File: config.mk
export PLATFORM = sky130hd
export DESIGN_NAME = frame_header_checksum_validator_unit
export DESIGN_NICKNAME = d
export VERILOG_FILES = /design/src/hdl/fhcv_pkg.sv /design/src/hdl/frame_header_checksum_validator_unit.sv /design/src/hdl/fhcv_frame_tracker.sv
export SDC_FILE = /design/constraint.sdc
export NUM_CORES = 1
export LEC_CHECK = 0
export ABC_AREA = 1
export BUFFER_PORTS_ARGS = -buffer_cell sky130_fd_sc_hd__buf_2
export CAP_MARGIN = 30
export CORE_UTILIZATION = 55
export CTS_CLUSTER_DIAMETER = 100
export DETAILED_ROUTE_END_ITERATION = 12
export GPL_ROUTABILITY_DRIVEN = 1
export GPL_TIMING_DRIVEN = 0
export PLACE_DENSITY = 0.71
export RECOVER_POWER = 50
export SETUP_SLACK_MARGIN = 0.05
export SYNTH_ARGS = -nofsm -noshare
export SYNTH_HDL_FRONTEND = slang
export SYNTH_HIERARCHICAL = 1
export SYNTH_SLANG_ARGS = --single-unit
File: constraint.sdc
create_clock -name aclk -period 5.2 [get_ports aclk]
set_input_delay 1.3 -clock aclk [delete_from_list [all_inputs] [get_ports aclk]]
set_output_delay 1.3 -clock aclk [all_outputs]
set_load 0.005 [all_outputs]
File: src/hdl/fhcv_pkg.sv
// shared types, constants and ones-complement helpers for the frame header checksum validator
// no dependencies
`default_nettype none

package fhcv_pkg;

    localparam int unsigned POS_W = 6;

    localparam logic [POS_W-1:0] POS_SAT        = 6'd42;
    localparam logic [POS_W-1:0] POS_TYPE_HI    = 6'd12;
    localparam logic [POS_W-1:0] POS_TYPE_LO    = 6'd13;
    localparam logic [POS_W-1:0] POS_IP_START   = 6'd14;
    localparam logic [POS_W-1:0] POS_PROTOCOL   = 6'd23;
    localparam logic [POS_W-1:0] POS_IP_CSUM    = 6'd25;
    localparam logic [POS_W-1:0] POS_MSG_START  = 6'd34;
    localparam logic [POS_W-1:0] POS_MSG_CSUM   = 6'd37;
    localparam logic [POS_W-1:0] LEN_MIN_ICMP   = 6'd38;
    localparam logic [POS_W-1:0] LEN_MIN_ARP    = 6'd42;

    localparam logic [15:0] FRAME_TYPE_IPV4 = 16'h0800;
    localparam logic [15:0] FRAME_TYPE_ARP  = 16'h0806;
    localparam logic [7:0]  PROTO_ICMP      = 8'd1;
    localparam logic [15:0] CSUM_ALL_ONES   = 16'hffff;

    // one byte handed from the input register to the frame tracker
    typedef struct packed {
        logic       step;
        logic       last;
        logic [7:0] data_byte;
    } fhcv_step_t;

    function automatic logic [15:0] oc_add(input logic [15:0] s, input logic [15:0] w);
        logic [16:0] t;
        t = {1'b0, s} + {1'b0, w};
        return t[15:0] + {15'd0, t[16]};
    endfunction

    function automatic logic [15:0] oc_final(input logic [15:0] s);
        logic [15:0] r;
        r = ~s;
        return (r == 16'd0) ? CSUM_ALL_ONES : r;
    endfunction

endpackage

`default_nettype wire

File: src/hdl/frame_header_checksum_validator_unit.sv
// Frame header checksum validator, top level.
// Takes an Ethernet frame one byte per transaction on the s_ channel, s_last marking
// the final byte, and gives one m_frame_valid bit per frame on the m_ channel.
// ARP frames need 42 bytes; IPv4 frames need 34 bytes and a good header checksum,
// and ICMP inside IPv4 also needs 38 bytes and a good message checksum.
// Bytes pass an input register, then the frame tracker updates its running sums;
// on the final byte the verdict is loaded into the output register.
// m_valid is driven by the output register, which is loaded when the final byte advances.
// Throughput: one byte per cycle while s_ready is high;
// the next frame's bytes are taken while a result still waits on the m_ side.
// If the receiver stalls with a result pending and the next final byte reaches
// the input register, s_ready drops until the pending result is taken.
// Reset (aresetn low, synchronous) empties both registers and clears the frame
// state; the block takes bytes once aresetn is high again.
// depends on fhcv_pkg and fhcv_frame_tracker
`default_nettype none

module frame_header_checksum_validator_unit (
    input  wire logic       aclk,
    input  wire logic       aresetn,
    input  wire logic       s_valid,
    output logic            s_ready,
    input  wire logic [7:0] s_data_byte,
    input  wire logic       s_last,
    output logic            m_valid,
    input  wire logic       m_ready,
    output logic            m_frame_valid
);

    logic       in_valid_reg;
    logic       in_last_reg;
    logic [7:0] in_byte_reg;
    logic       m_valid_reg;
    logic       m_frame_valid_reg;
    logic       advance;
    logic       verdict;
    fhcv_pkg::fhcv_step_t step;

    // a final byte may only move on when the output register is free
    assign advance = in_valid_reg && !(in_last_reg && m_valid_reg && !m_ready);
    assign s_ready = !in_valid_reg || advance;

    always_comb begin
        step.step      = advance;
        step.last      = in_last_reg;
        step.data_byte = in_byte_reg;
    end

    fhcv_frame_tracker u_tracker (
        .aclk    (aclk),
        .aresetn (aresetn),
        .step_in (step),
        .verdict (verdict)
    );

    always_ff @(posedge aclk) begin
        if (!aresetn) begin
            in_valid_reg <= 1'b0;
        end else if (s_ready) begin
            in_valid_reg <= s_valid;
        end
    end

    always_ff @(posedge aclk) begin
        if (s_ready && s_valid) begin
            in_byte_reg <= s_data_byte;
            in_last_reg <= s_last;
        end
    end

    always_ff @(posedge aclk) begin
        if (!aresetn) begin
            m_valid_reg <= 1'b0;
        end else if (advance && in_last_reg) begin
            m_valid_reg <= 1'b1;
        end else if (m_ready) begin
            m_valid_reg <= 1'b0;
        end
    end

    always_ff @(posedge aclk) begin
        if (advance && in_last_reg) begin
            m_frame_valid_reg <= verdict;
        end
    end

    assign m_valid       = m_valid_reg;
    assign m_frame_valid = m_frame_valid_reg;

`ifndef SYNTH
    // a fresh result only follows a final byte leaving the input register
    a_result_from_last: assert property (@(posedge aclk) disable iff (!aresetn)
        (!m_valid_reg || m_ready) ##1 m_valid_reg |-> $past(advance && in_last_reg))
        else $error("result produced without a final byte");

    // backpressure only comes from a pending final byte behind a stalled result
    a_ready_cause: assert property (@(posedge aclk) disable iff (!aresetn)
        !s_ready |-> (in_valid_reg && in_last_reg && m_valid_reg && !m_ready))
        else $error("input stalled without cause");

    // reset empties the output register
    a_reset_empty: assert property (@(posedge aclk)
        !aresetn |=> !m_valid_reg)
        else $error("result present after reset");
`endif

endmodule

`default_nettype wire

File: src/hdl/fhcv_frame_tracker.sv
// per-frame state: byte position, word pairing, running header and message sums
// depends on fhcv_pkg
`default_nettype none

module fhcv_frame_tracker (
    input  wire logic              aclk,
    input  wire logic              aresetn,
    input  wire fhcv_pkg::fhcv_step_t step_in,
    output logic                   verdict
);

    logic [fhcv_pkg::POS_W-1:0] pos_reg, pos_next;
    logic        odd_reg, odd_next;
    logic [7:0]  high_reg, high_next;
    logic [15:0] type_reg, type_next;
    logic [7:0]  proto_reg, proto_next;
    logic [15:0] hsum_reg, hsum_next;
    logic [15:0] hstored_reg, hstored_next;
    logic [15:0] msum_reg, msum_next;
    logic [15:0] mstored_reg, mstored_next;
    logic [15:0] word;
    logic        hdr_ok;
    logic        msg_ok;

    always_comb begin
        word         = {high_reg, step_in.data_byte};
        pos_next     = pos_reg;
        odd_next     = odd_reg;
        high_next    = high_reg;
        type_next    = type_reg;
        proto_next   = proto_reg;
        hsum_next    = hsum_reg;
        hstored_next = hstored_reg;
        msum_next    = msum_reg;
        mstored_next = mstored_reg;

        if (pos_reg == fhcv_pkg::POS_TYPE_HI) begin
            type_next[15:8] = step_in.data_byte;
        end else if (pos_reg == fhcv_pkg::POS_TYPE_LO) begin
            type_next[7:0] = step_in.data_byte;
        end
        if (pos_reg == fhcv_pkg::POS_PROTOCOL) begin
            proto_next = step_in.data_byte;
        end

        if (pos_reg >= fhcv_pkg::POS_IP_START && pos_reg < fhcv_pkg::POS_MSG_START) begin
            if (odd_reg) begin
                if (pos_reg == fhcv_pkg::POS_IP_CSUM) begin
                    hstored_next = word;
                end else begin
                    hsum_next = fhcv_pkg::oc_add(hsum_reg, word);
                end
            end
        end else if (pos_reg >= fhcv_pkg::POS_MSG_START) begin
            if (odd_reg) begin
                if (pos_reg == fhcv_pkg::POS_MSG_CSUM) begin
                    mstored_next = word;
                end else begin
                    msum_next = fhcv_pkg::oc_add(msum_reg, word);
                end
            end else if (step_in.last) begin
                // odd length: final byte padded with a zero low byte
                msum_next = fhcv_pkg::oc_add(msum_reg, {step_in.data_byte, 8'd0});
            end
        end

        if (!odd_reg) begin
            high_next = step_in.data_byte;
        end
        odd_next = ~odd_reg;
        if (pos_reg < fhcv_pkg::POS_SAT) begin
            pos_next = pos_reg + 1'b1;
        end
    end

    // verdict on the updated state, only meaningful on the last byte
    always_comb begin
        hdr_ok  = (fhcv_pkg::oc_final(hsum_next) == hstored_next);
        msg_ok  = (fhcv_pkg::oc_final(msum_next) == mstored_next);
        verdict = 1'b0;
        if (pos_next >= fhcv_pkg::POS_IP_START) begin
            if (type_next == fhcv_pkg::FRAME_TYPE_ARP) begin
                verdict = (pos_next >= fhcv_pkg::LEN_MIN_ARP);
            end else if (type_next == fhcv_pkg::FRAME_TYPE_IPV4) begin
                if (pos_next >= fhcv_pkg::POS_MSG_START && hdr_ok) begin
                    if (proto_next == fhcv_pkg::PROTO_ICMP) begin
                        verdict = (pos_next >= fhcv_pkg::LEN_MIN_ICMP) && msg_ok;
                    end else begin
                        verdict = 1'b1;
                    end
                end
            end
        end
    end

    always_ff @(posedge aclk) begin
        if (!aresetn || (step_in.step && step_in.last)) begin
            pos_reg     <= '0;
            odd_reg     <= 1'b0;
            high_reg    <= '0;
            type_reg    <= '0;
            proto_reg   <= '0;
            hsum_reg    <= '0;
            hstored_reg <= '0;
            msum_reg    <= '0;
            mstored_reg <= '0;
        end else if (step_in.step) begin
            pos_reg     <= pos_next;
            odd_reg     <= odd_next;
            high_reg    <= high_next;
            type_reg    <= type_next;
            proto_reg   <= proto_next;
            hsum_reg    <= hsum_next;
            hstored_reg <= hstored_next;
            msum_reg    <= msum_next;
            mstored_reg <= mstored_next;
        end
    end

endmodule

`default_nettype wire
# Word level (Yosys, flattened, before mapping)
# Index checks and enable logic that the tools add are counted.
[word_totals]
register_bits = 115
in_bits = 13
output_inout_bits = 3
wordCells = 88
[op_classes]
n_addsub = 7
magnitude_cmp = 8
n_eq_ne = 10
n_mux = 28
bitwise = 3
reduce_logical = 18
[op_table]
columns = ["op", "n"]
rows = [
  ["16-bit two-way mux", 17],
  ["16-bit by 16-bit adder with 17-bit output", 3],
  ["16-bit by 1-bit adder with 16-bit output", 3],
  ["16-bit by 12-bit equality test with 1-bit output, second input constant", 2],
  ["16-bit equality test", 2],
  ["16-bit logical NOT", 2],
  ["8-bit two-way mux", 4],
  ["16-bit inverter", 2],
  ["6-bit >= comparator, second input constant", 4],
  ["6-bit by 4-bit equality test with 1-bit output, second input constant", 2],
  ["6-bit by 5-bit equality test with 1-bit output, second input constant", 2],
  ["6-bit by 4-bit >= comparator with 1-bit output, second input constant", 2],
  ["6-bit less-than comparator, second input constant", 2],
  ["8-bit by 1-bit equality test with 1-bit output, second input constant", 1],
  ["1-bit logical AND", 8],
  ["6-bit by 1-bit adder with 6-bit output, second input constant", 1],
  ["6-bit equality test, second input constant", 1],
  ["1-bit two-way mux", 6],
  ["6-bit two-way mux", 1],
  ["1-bit logical NOT", 4],
  ["1-bit logical OR", 2],
  ["2-bit AND reduction", 1],
  ["2-bit nonzero test", 1],
  ["1-bit inverter", 1],
]

# Depth between registers and ports, before layout
# Gate-level depths: netlist of run 1.
[logic_depth]
word_depth = 15
ltp_mapped = 39
mapped_depth_nobuf = 38

# By module
# The synthesis of run 1 kept the hierarchy.
[by_module_without_submodules]
columns = ["mod", "n_inst", "cells_each", "area_per_inst_um2", "seq_area_each_um2"]
rows = [
  ["fhcv_frame_tracker", 1, 1683, 9774.4, 2062.0],
  ["frame_header_checksum_validator_unit", 1, 28, 419.2, 340.3],
]

# Least setup slack after synthesis of run 1
# Ideal clock, no wire load.
[synth_timing]
kind = "flip-flop to flip-flop"
from = "register in_byte_reg[0]"
to = "register m_frame_valid_reg (netlist: m_frame_valid) (data pin)"
setup_ps = 141
t_arrival_ps = 4094
t_required_ps = 5059
path_slack_ps = 965
path_stages_with_launch = 37
n_path_buf = 1
period_less_slack_ps = 4235
cell_sequence = "edfxtp_1 > ha_1 > fa_1 > nand2_2 > nand2_2 > nand3_2 > nand2_2 > nand2_1 > nand2_1 > a21oi_1 > o21bai_1 > ha_1 > ha_1 > inv_1 > nand3_1 > o21ai_0 > nand2_1 > nand2_1 > nor2_1 > nand2_1 > nor2_1 > nand2_1 > nor2_1 > nand3_1 > nor2_1 > nand2_1 > nor2_2 > nand3_4 > buf_6 > nand2_1 > xnor2_1 > nand2_1 > nor2_1 > nand3_1 > nand2_1 > nand2_1 > a21oi_2"
[synth_between]
elab_chain_cells = 15
word_cells_on_any_way = 42
cone_classes = "add/sub (6); eq/ne (5); mux (25); bitwise (2); reduce/logical (4)"
[synth_lines]
columns = ["item", "line_no", "text"]
rows = [
  ["start, declared", "frame_header_checksum_validator_unit.sv:32", "logic [7:0] in_byte_reg;"],
  ["start signal, assigned", "frame_header_checksum_validator_unit.sv:66", "in_byte_reg <= s_data_byte;"],
  ["16-bit by 16-bit adder with 17-bit output", "fhcv_pkg.sv:34", "t = {1'b0, s} + {1'b0, w};"],
  ["16-bit by 1-bit adder with 16-bit output", "fhcv_pkg.sv:35", "return t[15:0] + {15'd0, t[16]};"],
  ["16-bit two-way mux, on equally long branches", "fhcv_frame_tracker.sv:61, fhcv_frame_tracker.sv:56", ""],
  ["16-bit two-way mux", "fhcv_frame_tracker.sv:55", "if (odd_reg) begin"],
  ["16-bit two-way mux", "fhcv_frame_tracker.sv:54", "end else if (pos_reg >= fhcv_pkg::POS_MSG_START) begin"],
  ["16-bit two-way mux", "fhcv_frame_tracker.sv:46", "if (pos_reg >= fhcv_pkg::POS_IP_START && pos_reg < fhcv_pkg::POS_MSG_START) begin"],
  ["16-bit inverter", "fhcv_pkg.sv:40", "r = ~s;"],
  ["16-bit logical NOT", "fhcv_pkg.sv:41", "return (r == 16'd0) ? CSUM_ALL_ONES : r;"],
  ["16-bit two-way mux", "fhcv_pkg.sv:41", ""],
  ["16-bit equality test", "fhcv_frame_tracker.sv:79", "msg_ok = (fhcv_pkg::oc_final(msum_next) == mstored_next);"],
  ["1-bit logical AND", "fhcv_frame_tracker.sv:87", "verdict = (pos_next >= fhcv_pkg::LEN_MIN_ICMP) && msg_ok;"],
  ["1-bit two-way mux", "fhcv_frame_tracker.sv:86", "if (proto_next == fhcv_pkg::PROTO_ICMP) begin"],
  ["1-bit two-way mux", "fhcv_frame_tracker.sv:85", "if (pos_next >= fhcv_pkg::POS_MSG_START && hdr_ok) begin"],
  ["1-bit two-way mux", "fhcv_frame_tracker.sv:84", "end else if (type_next == fhcv_pkg::FRAME_TYPE_IPV4) begin"],
  ["1-bit two-way mux *", "fhcv_frame_tracker.sv:82", "if (type_next == fhcv_pkg::FRAME_TYPE_ARP) begin"],
  ["end signal, assigned", "frame_header_checksum_validator_unit.sv:83", "m_frame_valid_reg <= verdict;"],
  ["end, declared", "frame_header_checksum_validator_unit.sv:34", "logic m_frame_valid_reg;"],
]
# Every way passes the cells marked *; elsewhere a longest branch is shown, timed or not.
# A chain may end at the register's enable or synchronous reset.

# Final worst setup path of run 1
# Same ends and word-level chain as after synthesis.

==> flow_summary_export.csv, run 1 <==
group,metric,value,unit
global_routing,grt_max_degree,17,
logic_synthesis,yosys.area_share.simple,0.366,
worst_setup_path,startpoint_type,"register",
routing,drt_iter0_drc,990,
global_routing,antenna_found_initial,1,
clock_network,cts_buffers,17,
clock_network,tritoncts,"done",
worst_setup_path,cpPeakStageDelay,0.50,ns
worst_setup_path,crit_type,"reg2reg",
logic_synthesis,synth_mux_area_frac,0.00884,
logic_synthesis,synth_fa_ha_area_frac,0.0685,
status,status,"finished with violations",
power_and_ir_drop,p_per_area,249,mW/mm2
worst_setup_path,cp.arrival,5.49,ns
power_and_ir_drop,p_comb_frac,0.239,
finish,fillCellCount,1734,
clock_network,cts_sinks,115,
logic_synthesis,postSynthCellCount,1711,
global_routing,grt_pass1_wl,51400,um
worst_hold_path,holdPathStages,2,
logic_synthesis,yosys_warnings,6,
placement,place.port_buffers,15,
power_and_ir_drop,ir_drop,0.273,mV
finish,area_delta_synth_final,14.5,%
clock_network,insertion_delay,0.42,ns
clock_network,htree_levels,4,
logic_synthesis,synth_top_family_by_area,"simple AND/OR/NAND/NOR gates",
worst_setup_path,path_common_cell,"nand2_1",
floorplanning,coreArea,0.0181,mm2
floorplanning,rows,49,
timing,finalHoldViolCount,0,
floorplanning,die_x,138,um
logic_synthesis,syn_area,0.0102,mm2
timing,fin_ws,-0.0309,ns
placement,pre_cts_ws,-0.368,ns
power_and_ir_drop,p_clk_frac,0.414,
worst_setup_path,required,5.46,ns
finish,antenna-diode-count,0,
global_routing,grt_overflow,0,
timing,finalSetupViolCount,1,
routing,wirelength,33100,um
clock_network,cts_max_path_buffers,2,
worst_setup_path,critical_path.top_delay_family,"simple AND/OR/NAND/NOR gates",
worst_hold_path,hold_class,"reg2reg",
timing,skew,0.0123,ns
logic_synthesis,syn-num-nets,1778,
clock_network,clk_pin_slew,0.06,ns
floorplanning,dieArea,0.0191,mm2
finish,drive_gt1_frac,0.121,
global_routing,grt_pass1_vias,9983,
routing,ant_nets,0,
timing,maxSlewHeadroom,0.410,
global_routing,grt_use_total,0.346,
floorplanning,die_y,138,um
worst_setup_path,cp.buffers_inverters,4,
power_and_ir_drop,sequentialPowerShare,0.347,
logic_synthesis,yosys.cell_types.count,53,
timing,clock.fmax,0.191,GHz
placement,hpwlAfterDp,24300,um
timing,whs,0.474,ns
finish,nNetsFinal,1848,
power_and_ir_drop,p_total,0.00291,W
clock_network,hold_buffers,0,
floorplanning,ios,16,
logic_synthesis,synth_compound_area_frac,0.168,
worst_setup_path,r2r_cells,31,
routing,drc_errors,4,
logic_synthesis,synth_xor_area_frac,0.0178,
worst_setup_path,end_kind,"register",
logic_synthesis,ys_seq_area_frac,0.236,
power_and_ir_drop,switchingPower,0.000968,W
worst_setup_path,cp.depth,31,
power_and_ir_drop,total_leakage_power,6.16,nW
floorplanning,start_util,0.564,
timing,tightest_slew,0.886,ns
routing,firstDrtPassIters,10,
routing,viasPerCell,5.57,
power_and_ir_drop,switching_share,0.333,
finish,post-route-util,0.645,
logic_synthesis,synth_seq_cells,115,
placement,place.gp.congestion,0.943,
worst_setup_path,critPathSlowestCell,"edfxtp_1",
power_and_ir_drop,internal_power,0.00194,W
status,violations,"DRC, setup timing",
logic_synthesis,avgSynthCellArea,5.96,um2
timing,slew_viol_final,0,
routing,vias,11300,
clock_network,cts_root_buffer,"clkbuf_16",
timing,grt_setup_unrepaired,"true",
timing,period_share,1.01,
run,maxCapViolations,0,
timing,finalCriticalPeriod,5.23,ns
routing,wire_per_inst,16.4,um
worst_setup_path,critPathMaxFanout,8,
==> per-layer routing <==
metal,global-route usage,share of wire,up-vias
met3,0.0637,0.082,92
li1,-,-,5620
met1,0.436,0.42,5093
met5,0,0.0014,-
met2,0.562,0.44,462
met4,0.185,0.053,2
==> path summary, 6_finish.rpt <==
path                                from                      to  slack [ns]
setup / recovery          in_byte_reg[0]           m_frame_valid       -0.03
hold / removal    u_tracker/proto_reg[3]  u_tracker/proto_reg[3]        0.47
setup reg to reg          in_byte_reg[0]           m_frame_valid       -0.03
hold reg to reg   u_tracker/proto_reg[3]  u_tracker/proto_reg[3]        0.47
==> cells in the final DEF (no fill, tap or decap), types with 5 or more instances in the layout <==
cell type	count
xor2_1	10
clkbuf_16	18
a21oi_1	102
nand3b_1	15
nand4_1	28
inv_2	12
xnor2_1	7
nand3_2	13
mux2i_1	9
inv_1	285
o211ai_1	8
a31oi_1	7
buf_2	17
o21ai_0	158
buf_6	5
o21ai_1	7
dfxtp_1	104
clkbuf_1	40
a21oi_2	8
nor2_2	21
edfxtp_1	10
buf_4	39
nand2_2	26
a211oi_1	5
nor2_1	142
nand2_1	449
nand3_1	122
ha_1	43
or2_2	5
==> synthesized netlist by cell type, drive strengths merged <==
library cell | number | share of area
o211ai | 8 | 0.0059
clkbuf | 36 | 0.013
fa | 3 | 0.0059
o21a | 1 | 0.00074
or2 | 5 | 0.0031
a21boi | 1 | 0.00074
nor2 | 166 | 0.067
o31ai | 1 | 0.00074
a21oi | 113 | 0.059
nor4 | 4 | 0.0031
nand2 | 479 | 0.18
o2111ai | 1 | 0.00086
o22ai | 4 | 0.0031
a31o | 1 | 0.00086
o21bai | 5 | 0.0037
buf | 17 | 0.012
xor2 | 11 | 0.010
clkinv | 1 | 0.00037
nand3b | 17 | 0.014
ha | 51 | 0.063
nand4 | 30 | 0.020
xnor2 | 8 | 0.0076
inv | 298 | 0.11
or4 | 1 | 0.00074
a21o | 1 | 0.00074
nor3 | 4 | 0.0020
a31oi | 7 | 0.0043
a211oi | 5 | 0.0037
edfxtp | 10 | 0.029
dfxtp | 105 | 0.21
o21ai | 168 | 0.083
nand3 | 137 | 0.072
mux2i | 9 | 0.0088
and2 | 3 | 0.0018
==> cell type report <==
class / count / area, um2 / area share
Clock inverter: 10 / 121 / 0.0104
Inverter: 299 / 1130 / 0.0965
Buffer: 53 / 260 / 0.0223
Clock buffer: 22 / 484 / 0.0415
Multi-Input combinational cell: 1244 / 6620 / 0.567
Timing Repair Buffer: 51 / 368 / 0.0315
Tap cell: 229 / 287 / 0.0246
Sequential cell: 115 / 2400 / 0.206
==> metrics by stage <==
stage                     TNS (ns)  cells  instance area (um2)
final                      -0.0309   2023                11700
after CTS                        0   2000                11300
after global routing        -0.294   2023                11700
after floorplan                  0   1711                10200
after detailed placement    -0.368   1955                10600
after global placement      -0.399   1955                10600
==> worst register-to-register path: cells and delay by family (launching register included) <==
kind                       cells  cell delay (ns)
adders and majority gates      4             0.98
AOI/OAI and AO/OA              5             0.88
DFF                            1             0.50
buffers and inverters          4             0.41
and+or+nand+nor               18             2.33
==> logic make-up after synthesis <==
| kind of cell | after synthesis |
|---|---|
| simple gates | 846 |
| mux | 9 |
| compound gates | 316 |
| fa+ha+maj | 54 |
| buf+inv | 352 |
| xor+xnor | 19 |
| flops | 115 |
==> power by group through the flow <==
stage	clock (W)	combinational [W]	sequential (W)
floorplan	0	0.000492	0.000997
global placement	0	0.000624	0.00103
detailed placement	0	0.000636	0.00103
CTS	0.00121	0.000661	0.00100
global route	0.00126	0.000784	0.00101
finish	0.00120	0.000696	0.00101
==> timing repair <==
action	CTS	global route
setup endpoints to repair	1	1
pin swaps	0	40
gates resized for setup	8	51
gates cloned	0	1
buffers inserted	13	22
(Power assumes the default switching activity.)
==> inputs of run 2 (changes only) <==
--- a/config.mk
+++ b/config.mk
@@ -15,7 +15,6 @@
 export GPL_TIMING_DRIVEN = 0
 export PLACE_DENSITY = 0.71
 export RECOVER_POWER = 50
-export SETUP_SLACK_MARGIN = 0.05
 export SYNTH_ARGS = -nofsm -noshare
 export SYNTH_HDL_FRONTEND = slang
 export SYNTH_HIERARCHICAL = 1
==> constraint.sdc (replaced) <==
create_clock -name aclk -period 4.83 [get_ports aclk]
set_input_delay 1.2075 -clock aclk [delete_from_list [all_inputs] [get_ports aclk]]
set_output_delay 1.2075 -clock aclk [all_outputs]
set_load 0.005 [all_outputs]
==> run 2 against run 1 <==
Compared with the run above:
- the flow still finishes with violations (DRC, setup timing)
- clock power is 8% higher
- sequential share of layout area decreased by 0.50 points
- first-iteration DRC count up 8.7%
- worst setup slack got worse by 0.10 ns
- final cell count increased by 0.74%
- clock skew fell by 0.0018 ns
- non-clock buffer count grew 15
- worst hold slack improved by 0.00055 ns
- total power up 8.9%
- register-to-register slack lost 0.10 ns
- maximum frequency grew 5.4%
- flip-flop and latch count did not move
- largest power group unchanged
- highest routed layer unchanged
==> flow_summary_export.csv, run 2 (synthesis results as in run 1) <==
group,metric,value,unit
status,status,"finished with violations",
status,violations,"DRC, setup timing",
timing,fin_ws,-0.131,ns
worst_setup_path,cp.arrival,5.22,ns
placement,place.port_buffers,15,
floorplanning,rows,49,
global_routing,grt_pass1_vias,10300,
power_and_ir_drop,switchingPower,0.00106,W
routing,drt_iter0_drc,1076,
timing,grt_setup_unrepaired,"true",
global_routing,grt_max_degree,17,
timing,finalCriticalPeriod,4.96,ns
global_routing,grt_overflow,0,
power_and_ir_drop,internal_power,0.00211,W
global_routing,grt_use_total,0.354,
routing,firstDrtPassIters,10,
placement,placed_area,0.0106,mm2
clock_network,hold_buffers,0,
floorplanning,coreArea,0.0181,mm2
timing,tightest_slew,0.860,ns
worst_setup_path,critPathSlowestCell,"edfxtp_1",
timing,maxSlewHeadroom,0.427,
clock_network,insertion_delay,0.42,ns
routing,vias,11500,
timing,clock.fmax,0.202,GHz
worst_setup_path,cpPeakStageDelay,0.37,ns
power_and_ir_drop,p_comb_frac,0.247,
floorplanning,ios,16,
global_routing,grt_pass1_wl,52800,um
power_and_ir_drop,ir_drop,0.295,mV
clock_network,cts_max_path_buffers,2,
clock_network,tritoncts,"done",
finish,drive_gt1_frac,0.146,
clock_network,htree_levels,4,
floorplanning,dieArea,0.0191,mm2
worst_setup_path,required,5.09,ns
power_and_ir_drop,p_per_area,264,mW/mm2
worst_setup_path,end_kind,"register",
routing,ant_nets,0,
global_routing,antenna_found_initial,1,
finish,nNetsFinal,1863,
placement,place.gp.congestion,0.943,
timing,setup_tns,-0.131,ns
timing,skew,0.0106,ns
routing,wire_per_inst,16.6,um
finish,post-route-util,0.663,
worst_setup_path,path_common_cell,"nand2_1",
worst_hold_path,hold_class,"reg2reg",
power_and_ir_drop,sequentialPowerShare,0.343,
routing,drc_errors,4,
power_and_ir_drop,total_leakage_power,6.24,nW
routing,wirelength,33800,um
clock_network,cts_root_buffer,"clkbuf_16",
clock_network,clk_pin_slew,0.06,ns
finish,layout_commonest_cell,"nand2_1",
clock_network,cts_buffers,17,
timing,finalSetupViolCount,1,
floorplanning,start_util,0.564,
finish,final_cell_mix,"nand2_1, inv_1, o21ai_0",
finish,area_delta_synth_final,17.6,%
placement,pre_cts_ws,-0.738,ns
power_and_ir_drop,switching_share,0.334,
floorplanning,die_y,138,um
worst_setup_path,critPathMaxFanout,5,
finish,final_area,0.0120,mm2
routing,viasPerCell,5.64,
clock_network,cts_sinks,115,
worst_setup_path,startpoint_type,"register",
placement,hpwlAfterDp,24300,um
finish,antenna-diode-count,0,
timing,finalHoldViolCount,0,
run,maxCapViolations,0,
timing,period_share,1.03,
floorplanning,die_x,138,um
timing,whs,0.475,ns
power_and_ir_drop,p_clk_frac,0.410,
worst_setup_path,crit_type,"reg2reg",
timing,slew_viol_final,0,
## run 2: cell types whose count changed in the layout (fill, tap and decap cells not counted), moves of 4 or more
cell	change
buf_4	+12
dfxtp_1	-5
dfxtp_2	+5
ha_1	-13
ha_2	+5
ha_4	+8
nand2_1	-6
nand2_2	+5
nor2_1	-4
nor2_4	+5
## run 2: layer usage
metal / up-vias / global-route usage / routed length, um / share of wire
li1: 5659 / - / - / -
met1: 5211 / 0.448 / 14100 / 0.42
met2: 525 / 0.575 / 14900 / 0.44
met3: 96 / 0.0651 / 2940 / 0.087
met4: 2 / 0.188 / 1850 / 0.055
met5: - / 0 / 50 / 0.0015
## run 2: critical path, delay by kind of cell (launching register included)
kind,cells,cell delay [ns]
and+or+nand+nor,22,2.29
buffers and inverters,8,0.80
adders and majority gates,3,0.75
AOI/OAI and AO/OA,4,0.60
DFF,1,0.37
## run 2: path summary, 6_finish.rpt
check                               from                endpoint  slack [ns]  cells past startpoint
setup / recovery          in_byte_reg[0]           m_frame_valid       -0.13                     37
hold / removal    u_tracker/proto_reg[1]  u_tracker/proto_reg[1]        0.47                      2
setup reg to reg          in_byte_reg[0]           m_frame_valid       -0.13                     37
hold reg to reg   u_tracker/proto_reg[1]  u_tracker/proto_reg[1]        0.47                      2
## run 2: final cells by class
type	count	area, um2
multi-input cells	1244	6800
clock buffers	22	484
repair buffers	66	503
plain buffers	53	260
clock inverters	10	121
flip-flops and latches	115	2410
fillers	1692	6100
well taps	229	287
inverters	299	1130
## run 2: power groups by stage
stage | Combinational [W] | Sequential (W) | Clock (W)
floorplan | 0.000529 | 0.00107 | 0
global route | 0.000875 | 0.00109 | 0.00135
CTS | 0.000744 | 0.00108 | 0.00130
finish | 0.000781 | 0.00109 | 0.00130
global placement | 0.000672 | 0.00111 | 0
detailed placement | 0.000685 | 0.00111 | 0
## run 2: repair_timing
item                                    4_1_cts  5_1_grt
gates resized for setup                      61       40
cloned                                        1        0
buffers inserted                             36       14
endpoints found under the hold margin         0        0
endpoints found under the setup margin        1        1
pin swaps                                    29       44
## run 2: per-stage QoR
stage               power, W  cells
floorplan            0.00160   1711
global placement     0.00178   1955
detailed placement   0.00180   1955
CTS                  0.00313   2024
global route         0.00331   2038
finish               0.00316   2038
==> inputs of run 3 (changes only) <==
--- a/config.mk
+++ b/config.mk
@@ -15,6 +15,7 @@
 export GPL_TIMING_DRIVEN = 0
 export PLACE_DENSITY = 0.71
 export RECOVER_POWER = 50
+export SETUP_SLACK_MARGIN = 0.05
 export SYNTH_ARGS = -nofsm -noshare
 export SYNTH_HDL_FRONTEND = slang
 export SYNTH_HIERARCHICAL = 1
==> constraint.sdc (replaced) <==
create_clock -name aclk -period 5.8 [get_ports aclk]
set_input_delay 1.45 -clock aclk [delete_from_list [all_inputs] [get_ports aclk]]
set_output_delay 1.45 -clock aclk [all_outputs]
set_load 0.005 [all_outputs]
==> run 3 against run 2 <==
Compared with the run above:
- the run ends with DRC left
- final cell count shrank 1.8%
- clock skew is 0.0023 ns higher
- flip-flop and latch count is the same
- first-iteration DRC count down 4.3%
- total power down 18%
- via count decreased by 2.8%
- largest cell class unchanged
- highest routed layer unchanged
==> flow_summary_export.csv, run 3 (synthesis results as in run 1) <==
group,metric,value,unit
finish,final_cell_mix,"nand2_1, inv_1, o21ai_0",
clock_network,cts_sinks,115,
placement,hpwlAfterDp,24300,um
timing,fin_ws,0.369,ns
finish,nNetsFinal,1827,
floorplanning,die_y,138,um
status,status,"finished with violations",
clock_network,tritoncts,"done",
global_routing,grt_use_total,0.343,
timing,slew_viol_final,0,
floorplanning,ios,16,
worst_hold_path,hp-start,"u_tracker/proto_reg[1]",
worst_setup_path,startpoint_type,"register",
worst_setup_path,r2r_slack,0.37,ns
worst_setup_path,required,6.06,ns
worst_setup_path,cpPeakStageDelay,0.52,ns
worst_setup_path,regToRegEndpoint,"m_frame_valid",
run,maxCapViolations,0,
worst_setup_path,path_common_cell,"nand2_1",
worst_hold_path,hold_class,"reg2reg",
timing,setup_tns,0,ns
global_routing,antenna_found_initial,1,
routing,ant_nets,0,
finish,area_delta_synth_final,10.7,%
routing,wire_per_inst,16.2,um
clock_network,cts_buffers,17,
clock_network,htree_levels,4,
floorplanning,coreArea,0.0181,mm2
finish,drive_gt1_frac,0.0919,
worst_setup_path,r2r_start,"in_byte_reg[2]",
power_and_ir_drop,total_leakage_power,6.03,nW
floorplanning,start_util,0.564,
timing,maxSlewHeadroom,0.400,
timing,clock.fmax,0.184,GHz
global_routing,grt_overflow,0,
worst_setup_path,crit_type,"reg2reg",
placement,placed_area,0.0106,mm2
status,violations,"DRC",
routing,drc_errors,4,
power_and_ir_drop,p_total,0.00258,W
timing,tightest_slew,0.900,ns
floorplanning,die_x,138,um
worst_hold_path,hold_end,"u_tracker/proto_reg[1]",
timing,grt_setup_unrepaired,"false",
worst_setup_path,cp.arrival,5.69,ns
floorplanning,rows,49,
timing,finalCriticalPeriod,5.43,ns
routing,vias,11200,
global_routing,grt_pass1_vias,9900,
power_and_ir_drop,p_per_area,229,mW/mm2
finish,antenna-diode-count,0,
routing,drt_iter0_drc,1030,
global_routing,grt_pass1_wl,51100,um
timing,period_share,0.936,
placement,place.port_buffers,15,
worst_setup_path,end_kind,"register",
timing,finalSetupViolCount,0,
global_routing,grt_max_degree,17,
clock_network,cts_max_path_buffers,2,
worst_setup_path,r2r_cells,33,
timing,finalHoldViolCount,0,
routing,firstDrtPassIters,10,
floorplanning,dieArea,0.0191,mm2
worst_setup_path,critPathSlowestCell,"edfxtp_1",
timing,skew,0.0129,ns
finish,final_area,0.0113,mm2
worst_setup_path,critPathMaxFanout,10,
clock_network,clk_pin_slew,0.06,ns
worst_hold_path,holdPathStages,2,
routing,viasPerCell,5.58,
power_and_ir_drop,ir_drop,0.245,mV
placement,place.gp.congestion,0.943,
timing,whs,0.474,ns
finish,layout_commonest_cell,"nand2_1",
routing,wirelength,32400,um
placement,pre_cts_ws,0.232,ns
clock_network,cts_root_buffer,"clkbuf_16",
clock_network,insertion_delay,0.42,ns
[run 3: how the worst max path moves through the flow]
stage	slack (ns)	end	startpoint
finish	0.37	m_frame_valid	in_byte_reg[2]
global placement	0.20	m_frame_valid	in_byte_reg[0]
floorplan	1.56	m_frame_valid	in_byte_reg[0]
CTS	0.19	m_frame_valid	in_byte_reg[0]
global route	0.05	m_frame_valid	in_byte_reg[0]
detailed placement	0.23	m_frame_valid	in_byte_reg[0]
[run 3: worst max-delay path: cells and delay by family, from the launching register on]
kind                     cells  cell delay, ns
flip-flops                   1            0.52
XOR/XNOR                     1            0.11
buffers and inverters        2            0.25
AND/OR/NAND/NOR             23            2.67
AO/OA/AOI/OAI                4            0.84
adder cells (fa/ha/maj)      3            0.88
[run 3: repair_timing]
item,CTS,global route
endpoints found under the setup margin,0,1
hold buffers,0,0
buffers inserted,0,15
gates resized for setup,0,5
[run 3: per-layer routing]
metal  GRT usage  vias up  wire, um
met5           0        -        57
met4       0.179        2      1600
met3      0.0589       84      2740
met2       0.561      494     14400
met1       0.435     5001     13600
li1            -     5586         -
[run 3: area by class of cell]
cell class | count | area (um2)
clock inverters | 10 | 121
fillers | 1806 | 6800
repair buffers | 30 | 185
inverters | 299 | 1130
plain buffers | 53 | 256
clock buffers | 22 | 484
flip-flops and latches | 115 | 2400
multi-input cells | 1244 | 6420
well taps | 229 | 287
[run 3: power by group]
| group | total, W | leakage, nW | internal [W] | switching [W] |
|---|---|---|---|---|
| clock | 0.00108 | 0.294 | 0.000682 | 0.000396 |
| sequential | 0.000903 | 0.958 | 0.000851 | 0.0000517 |
| combinational | 0.000602 | 4.78 | 0.000195 | 0.000407 |
[run 3: stage by stage]
| stage | utilization | std cells |
|---|---|---|
| 5_1_grt | 0.624 | 2002 |
| 3_5_place_dp | 0.584 | 1955 |
| 2_1_floorplan | - | 1711 |
| 6_report | 0.624 | 2002 |
| 4_1_cts | 0.617 | 1987 |
| 3_3_place_gp | 0.584 | 1955 |
